--- src/design/assert_macros.svh ---
// Assertion helpers; clk and rst_n are taken from the including module.
`ifndef ASSERT_MACROS_SVH
`define ASSERT_MACROS_SVH

// property must hold at every clock edge out of reset
`define PSQ_ASSERT(lbl, prop, msg) \
    lbl: assert property (@(posedge clk) disable iff (!rst_n) (prop)) else $error(msg);

// expression must never be true out of reset
`define PSQ_NEVER(lbl, expr, msg) \
    lbl: assert property (@(posedge clk) disable iff (!rst_n) !(expr)) else $error(msg);

`endif

--- src/design/psq_pkg.sv ---
`default_nettype none

package psq_pkg;

    localparam int ADDR_W        = 16;
    localparam int SEQ_W         = 8;
    localparam int OUTCOME_W     = 2;
    localparam int DEPTH_DEFAULT = 16;

    localparam logic [OUTCOME_W-1:0] OUT_BCAST = 2'd0;
    localparam logic [OUTCOME_W-1:0] OUT_HIT   = 2'd1;
    localparam logic [OUTCOME_W-1:0] OUT_NEW   = 2'd2;
    localparam logic [OUTCOME_W-1:0] OUT_FULL  = 2'd3;

    typedef struct packed {
        logic              valid;
        logic [ADDR_W-1:0] addr;
        logic [SEQ_W-1:0]  seq;
    } entry_t;

    typedef struct packed {
        logic              valid;
        logic [ADDR_W-1:0] addr;
    } query_t;

    typedef struct packed {
        logic             hit;
        logic             miss;
        logic [SEQ_W-1:0] seq;
    } cell_stat_t;

endpackage

`default_nettype wire

--- src/design/psq_cell.sv ---
`default_nettype none

module psq_cell
    import psq_pkg::*;
(
    input  wire logic   clk,
    input  wire logic   rst_n,
    input  wire logic   shift,
    input  wire entry_t entry_in,
    input  wire query_t query_in,
    output entry_t      entry_out,
    output query_t      query_out,
    output cell_stat_t  stat
);

    logic              entry_valid_reg, entry_valid_next;
    logic [ADDR_W-1:0] entry_addr_reg, entry_addr_next;
    logic [SEQ_W-1:0]  entry_seq_reg, entry_seq_next;
    logic              query_valid_reg;
    logic [ADDR_W-1:0] query_addr_reg;
    logic              match;
    logic [SEQ_W-1:0]  seq_inc;

    assign match   = query_valid_reg && entry_valid_reg && (query_addr_reg == entry_addr_reg);
    assign seq_inc = entry_seq_reg + SEQ_W'(1);

    always_comb
    begin
        entry_valid_next = entry_valid_reg;
        entry_addr_next  = entry_addr_reg;
        entry_seq_next   = entry_seq_reg;
        if (shift)
        begin
            entry_valid_next = entry_in.valid;
            entry_addr_next  = entry_in.addr;
            entry_seq_next   = entry_in.seq;
        end
        else if (match)
        begin
            entry_seq_next = seq_inc;
        end
    end

    always_ff @(posedge clk or negedge rst_n)
    begin
        if (!rst_n)
        begin
            entry_valid_reg <= 1'b0;
            query_valid_reg <= 1'b0;
        end
        else
        begin
            entry_valid_reg <= entry_valid_next;
            query_valid_reg <= query_in.valid;
        end
    end

    always_ff @(posedge clk)
    begin
        entry_addr_reg <= entry_addr_next;
        entry_seq_reg  <= entry_seq_next;
        query_addr_reg <= query_in.addr;
    end

    assign entry_out.valid = entry_valid_reg;
    assign entry_out.addr  = entry_addr_reg;
    assign entry_out.seq   = entry_seq_reg;

    // query walks on to the next cell past a valid, non-matching entry
    assign query_out.valid = query_valid_reg && entry_valid_reg && !match;
    assign query_out.addr  = query_addr_reg;

    assign stat.hit  = match;
    assign stat.miss = query_valid_reg && !entry_valid_reg;
    assign stat.seq  = seq_inc;

endmodule

`default_nettype wire

--- src/design/per_receiver_seqno_table_unit.sv ---
// A broadcast word goes from the accept into the result register, then the output register;
//   a unicast word walks the cells, one cell per cycle, until a hit, a miss or the table end.
// No new word is taken during a search or while the result register is full.
// Results go through a two-deep holding pair, so a new word is taken while one result waits.
// Reset (async, active low): table empty, broadcast counter 1, no result pending.
`default_nettype none

`include "assert_macros.svh"

module per_receiver_seqno_table_unit
    import psq_pkg::*;
#(
    parameter int TABLE_DEPTH = DEPTH_DEFAULT
)
(
    input  wire logic                 clk,
    input  wire logic                 rst_n,
    input  wire logic                 s_tvalid,
    output logic                      s_tready,
    input  wire logic [ADDR_W-1:0]    s_tdata,   // receiver_addr
    input  wire logic                 s_tuser,   // is_broadcast
    output logic                      m_tvalid,
    input  wire logic                 m_tready,
    output logic [SEQ_W-1:0]          m_tdata,   // seq_number
    output logic [OUTCOME_W-1:0]      m_tuser    // outcome
);

    localparam logic ST_IDLE   = 1'b0;
    localparam logic ST_SEARCH = 1'b1;

    logic                 state_reg, state_next;
    logic [SEQ_W-1:0]     bcast_reg, bcast_next;
    logic [ADDR_W-1:0]    ins_addr_reg, ins_addr_next;
    logic                 res_valid_reg, res_valid_next;
    logic [SEQ_W-1:0]     res_seq_reg, res_seq_next;
    logic [OUTCOME_W-1:0] res_kind_reg, res_kind_next;
    logic                 out_valid_reg, out_valid_next;
    logic [SEQ_W-1:0]     out_seq_reg, out_seq_next;
    logic [OUTCOME_W-1:0] out_kind_reg, out_kind_next;

    entry_t               entry_chain [TABLE_DEPTH+1];
    query_t               query_chain [TABLE_DEPTH+1];
    cell_stat_t           stat_vec    [TABLE_DEPTH];
    logic [TABLE_DEPTH-1:0] hit_vec, miss_vec, valid_vec;
    logic                 hit_any, miss_any, full_any;
    logic [SEQ_W-1:0]     hit_seq;
    logic                 accept, shift, out_load;

    assign s_tready = (state_reg == ST_IDLE) && !res_valid_reg;
    assign accept   = s_tvalid && s_tready;

    assign entry_chain[0].valid = 1'b1;
    assign entry_chain[0].addr  = ins_addr_reg;
    assign entry_chain[0].seq   = SEQ_W'(1);
    assign query_chain[0].valid = accept && !s_tuser;
    assign query_chain[0].addr  = s_tdata;

    genvar g;
    generate
        for (g = 0; g < TABLE_DEPTH; g++)
        begin : g_cell
            psq_cell u_cell (
                .clk       (clk),
                .rst_n     (rst_n),
                .shift     (shift),
                .entry_in  (entry_chain[g]),
                .query_in  (query_chain[g]),
                .entry_out (entry_chain[g+1]),
                .query_out (query_chain[g+1]),
                .stat      (stat_vec[g])
            );
            assign hit_vec[g]   = stat_vec[g].hit;
            assign miss_vec[g]  = stat_vec[g].miss;
            assign valid_vec[g] = entry_chain[g+1].valid;
        end
    endgenerate

    always_comb
    begin
        hit_seq = '0;
        for (int i = 0; i < TABLE_DEPTH; i++)
        begin
            hit_seq = hit_seq | (stat_vec[i].seq & {SEQ_W{stat_vec[i].hit}});
        end
    end

    assign hit_any  = |hit_vec;
    assign miss_any = |miss_vec;
    assign full_any = query_chain[TABLE_DEPTH].valid;
    assign shift    = (state_reg == ST_SEARCH) && miss_any;
    assign out_load = res_valid_reg && (!out_valid_reg || m_tready);

    always_comb
    begin
        state_next     = state_reg;
        bcast_next     = bcast_reg;
        ins_addr_next  = ins_addr_reg;
        res_valid_next = res_valid_reg && !out_load;
        res_seq_next   = res_seq_reg;
        res_kind_next  = res_kind_reg;
        case (state_reg)
            ST_IDLE:
            begin
                if (accept)
                begin
                    if (s_tuser)
                    begin
                        res_valid_next = 1'b1;
                        res_seq_next   = bcast_reg;
                        res_kind_next  = OUT_BCAST;
                        bcast_next     = bcast_reg + SEQ_W'(1);
                    end
                    else
                    begin
                        ins_addr_next = s_tdata;
                        state_next    = ST_SEARCH;
                    end
                end
            end
            ST_SEARCH:
            begin
                if (hit_any)
                begin
                    res_valid_next = 1'b1;
                    res_seq_next   = hit_seq;
                    res_kind_next  = OUT_HIT;
                    state_next     = ST_IDLE;
                end
                else if (miss_any)
                begin
                    res_valid_next = 1'b1;
                    res_seq_next   = SEQ_W'(1);
                    res_kind_next  = OUT_NEW;
                    state_next     = ST_IDLE;
                end
                else if (full_any)
                begin
                    res_valid_next = 1'b1;
                    res_seq_next   = SEQ_W'(1);
                    res_kind_next  = OUT_FULL;
                    state_next     = ST_IDLE;
                end
            end
            default:
            begin
                state_next = ST_IDLE;
            end
        endcase
    end

    always_comb
    begin
        out_valid_next = out_valid_reg && !m_tready;
        out_seq_next   = out_seq_reg;
        out_kind_next  = out_kind_reg;
        if (out_load)
        begin
            out_valid_next = 1'b1;
            out_seq_next   = res_seq_reg;
            out_kind_next  = res_kind_reg;
        end
    end

    always_ff @(posedge clk or negedge rst_n)
    begin
        if (!rst_n)
        begin
            state_reg     <= ST_IDLE;
            bcast_reg     <= SEQ_W'(1);
            res_valid_reg <= 1'b0;
            out_valid_reg <= 1'b0;
        end
        else
        begin
            state_reg     <= state_next;
            bcast_reg     <= bcast_next;
            res_valid_reg <= res_valid_next;
            out_valid_reg <= out_valid_next;
        end
    end

    always_ff @(posedge clk)
    begin
        ins_addr_reg <= ins_addr_next;
        res_seq_reg  <= res_seq_next;
        res_kind_reg <= res_kind_next;
        out_seq_reg  <= out_seq_next;
        out_kind_reg <= out_kind_next;
    end

    assign m_tvalid = out_valid_reg;
    assign m_tdata  = out_seq_reg;
    assign m_tuser  = out_kind_reg;

    `PSQ_ASSERT(a_hit_onehot, $onehot0(hit_vec), "more than one entry hit")
    `PSQ_ASSERT(a_one_end, $onehot0({hit_any, miss_any, full_any}), "search ended twice")
    `PSQ_NEVER(a_gap, ((valid_vec >> 1) & ~valid_vec) != '0, "hole in table")
    `PSQ_NEVER(a_shift_full, shift && valid_vec[TABLE_DEPTH-1], "insert into full table")
    `PSQ_NEVER(a_res_busy, (state_reg == ST_SEARCH) && res_valid_reg, "result held during search")

endmodule

`default_nettype wire

--- config.mk ---
export PLATFORM = sky130hd
export DESIGN_NAME = per_receiver_seqno_table_unit
export DESIGN_NICKNAME = d
export VERILOG_FILES = /design/src/design/psq_pkg.sv /design/src/design/psq_cell.sv /design/src/design/per_receiver_seqno_table_unit.sv
export VERILOG_INCLUDE_DIRS = /design/src /design/src/design
export SDC_FILE = /design/constraint.sdc
export NUM_CORES = 1
export LEC_CHECK = 0
export ABC_AREA = 1
export ABC_CLOCK_PERIOD_IN_PS = 57400
export BUFFER_PORTS_ARGS = -buffer_cell sky130_fd_sc_hd__buf_2
export CAP_MARGIN = 10
export CORE_ASPECT_RATIO = 0.7
export CORE_MARGIN = 10
export CORE_UTILIZATION = 68
export DETAILED_ROUTE_END_ITERATION = 12
export PLACE_DENSITY = 0.85
export SLEW_MARGIN = 40
export SYNTH_ARGS = -nofsm -noshare
export SYNTH_HDL_FRONTEND = slang
export SYNTH_HIERARCHICAL = 1
export SYNTH_SLANG_ARGS = --single-unit
--- constraint.sdc ---
create_clock -name clk -period 57.4 [get_ports clk]
set_clock_uncertainty 0.2 [all_clocks]
set_input_delay 2.87 -clock clk [delete_from_list [all_inputs] [get_ports clk]]
set_output_delay 2.87 -clock clk [all_outputs]
set_load 0.02 [all_outputs]
==> results.toml <==
[sta]
finalSetupTns_ps = 0
slew_viol_final = 0
setup_viol = 0
worst_pin_slew_ps = 825
final_hold_viol_count = 0
timing.hold.ws_ps = 150
relSlewSlack = 0.450
fin_ws_ps = 52760
rsz0062_at_grt = "no"
fin_crit_sh = 0.0808
fmaxAchievable_ghz = 0.216
period_needed_ps = 4640

[cells_and_area]
utilization = 0.752
fill_cells = 2955
multi_input_area_mm2 = 0.00903
seqCellArea_mm2 = 0.0188
fin_nets = 3427
area_growth_pct = 9.29
drive_above_1_share = 0.0616

[placed_design]
place_hpwl_um = 40800
gp_congestion = 0.951
post-place-ws_ps = 52760
io_buffers = 32

[detailed_routing]
drtIter0Drc = 1765
wl_met3_um = 4630
wirelength_um = 58500
num_vias = 20700
drt-met1-wl_um = 25200
ant_nets = 0
drcViolationCount = 0
topRoutingLayerUsed = "met4"
wl_met2_um = 27300
wl_per_cell_um = 14.5
viasPerCell = 5.12
first_pass_iters = 6

[floorplanning]
initial_utilization = 0.688
die_y_um = 196
die_area_mm2 = 0.0532
core_mm2 = 0.0437
fp-row-count = 64
ios = 33
die_w_um = 271

[logic_synthesis]
synthCells = 3340
syn_area_per_cell_um2 = 9.01
synth_warnings = 6
syn_area_mm2 = 0.0301

[clocking]
cts-resized-gates = 0
cts_tree = "done"
cts_sinks = 719
clk-insertion-delay-late_ps = 590
cts_root_buf = "clkbuf_16"
postCtsSetupBuffers = 0
path_clk_slew_ps = 60
cts_buffer_depth = 3
cts_buffers = 66
holdBufCountCts = 0
htreeDepth = 3

[power_and_ir_drop]
ir_worst_vdd_v = 0.0000282
leakage_nw = 15.5
pwr_density_cell_mw_per_mm2 = 30.5

[global_route]
grt_pass1_vias = 20000
globalRouteOverflowTotal = 0
grt_pass1_wl_um = 96400
grt_max_degree = 98
grt_use_total = 0.221
antenna_found_initial = 1

[hold_path]
holdPathStages = 0
hp-class = "flop to flop"

[setup_path]
cp_common_cell = "nor2_1"
endpoint_kind = "flop"
slowest_stage = "buf_4"
criticalPathCategory = "flop to flop"
slowest_delay_ps = 780
path_max_fanout = 95
worstPathCellList = "nor2_1 -> nor2_1 -> nand2_1 -> nor2_1 -> a21oi_4 -> buf_6 -> buf_6 -> buf_4 -> clkinv_1 -> nand2_1"
cp.required_ps = 57440
reg2regPathDepth = 10
worstPathArrival_ps = 4680
startpoint_type = "flop"

[outcome]
status = "complete, no violations"

[run]
drv_cap = 0
==> placed cells by master, fill, tap and decap left out, types with 5 or more instances in the layout <==
master and n:
nand2_1 1251, inv_1 474, nor2_1 472, edfxtp_1 420
dfxtp_1 256, nand3_1 95, clkbuf_16 69, xor2_1 50
dfrtp_1 42, buf_2 31, clkbuf_1 26, nand4_1 23
o21ai_0 21, xnor2_1 21, ha_1 17, clkinv_1 17
inv_2 16, nor2_2 16, and2_1 16, xnor2_2 16
xor2_2 16, a21oi_1 16, conb_1 9, clkbuf_8 7
clkinv_2 7, nand2_2 5
==> critical path: cells and delay by family, from the launching register on <==
| family | cells | cell delay, ps |
|---|---|---|
| flops | 1 | 390 |
| simple gates | 5 | 910 |
| buf+inv | 4 | 2570 |
| compound gates | 1 | 160 |
==> final timing paths <==
check | startpoint | end | slack [ps]
setup / recovery | g_cell[15].u_cell/entry_valid_reg | g_cell[10].u_cell/entry_seq_reg[7] | 52760
hold / removal | g_cell[11].u_cell/query_addr_reg[8] | g_cell[12].u_cell/query_addr_reg[8] | 150
setup reg to reg | g_cell[15].u_cell/entry_valid_reg | g_cell[10].u_cell/entry_seq_reg[7] | 52760
hold reg to reg | g_cell[11].u_cell/query_addr_reg[8] | g_cell[12].u_cell/query_addr_reg[8] | 150
max in group asynchronous | rst_n | g_cell[7].u_cell/entry_valid_reg | 54460
min in group asynchronous | rst_n | g_cell[14].u_cell/entry_valid_reg | 2090
==> power by group <==
group          leakage [nW]  internal, mW  switching, mW  total (mW)
clock                  1.05         0.250          0.183       0.433
combinational          8.26       0.00560        0.00830      0.0139
sequential             6.18         0.550        0.00726       0.557
total                  15.5         0.805          0.199        1.00
==> stage by stage <==
step,total power [mW],instance area [um^2],std cells
final,1.00,32900,4036
after global routing,1.03,32900,4035
after CTS,1.01,32900,4035
after detailed placement,0.582,30700,3915
after global placement,0.580,30700,3915
after floorplan,0.576,30100,3347
==> per-layer routing <==
layer,global-route usage,vias to the layer above
met4,0.0735,0
met2,0.364,708
met5,0,-
met3,0.0456,107
met1,0.290,9570
li1,-,10300
==> layout make-up <==
type / instances / area share
Multi-Input combinational cell: 2056 / 0.275
Antenna cell: 1 / 0.0000761
Clock inverter: 19 / 0.00757
Clock buffer: 101 / 0.0580
Tap cell: 594 / 0.0226
Inverter: 508 / 0.0581
Sequential cell: 719 / 0.572
Timing Repair Buffer: 38 / 0.00685
No activity file was read; power rests on OpenSTA's default activity.
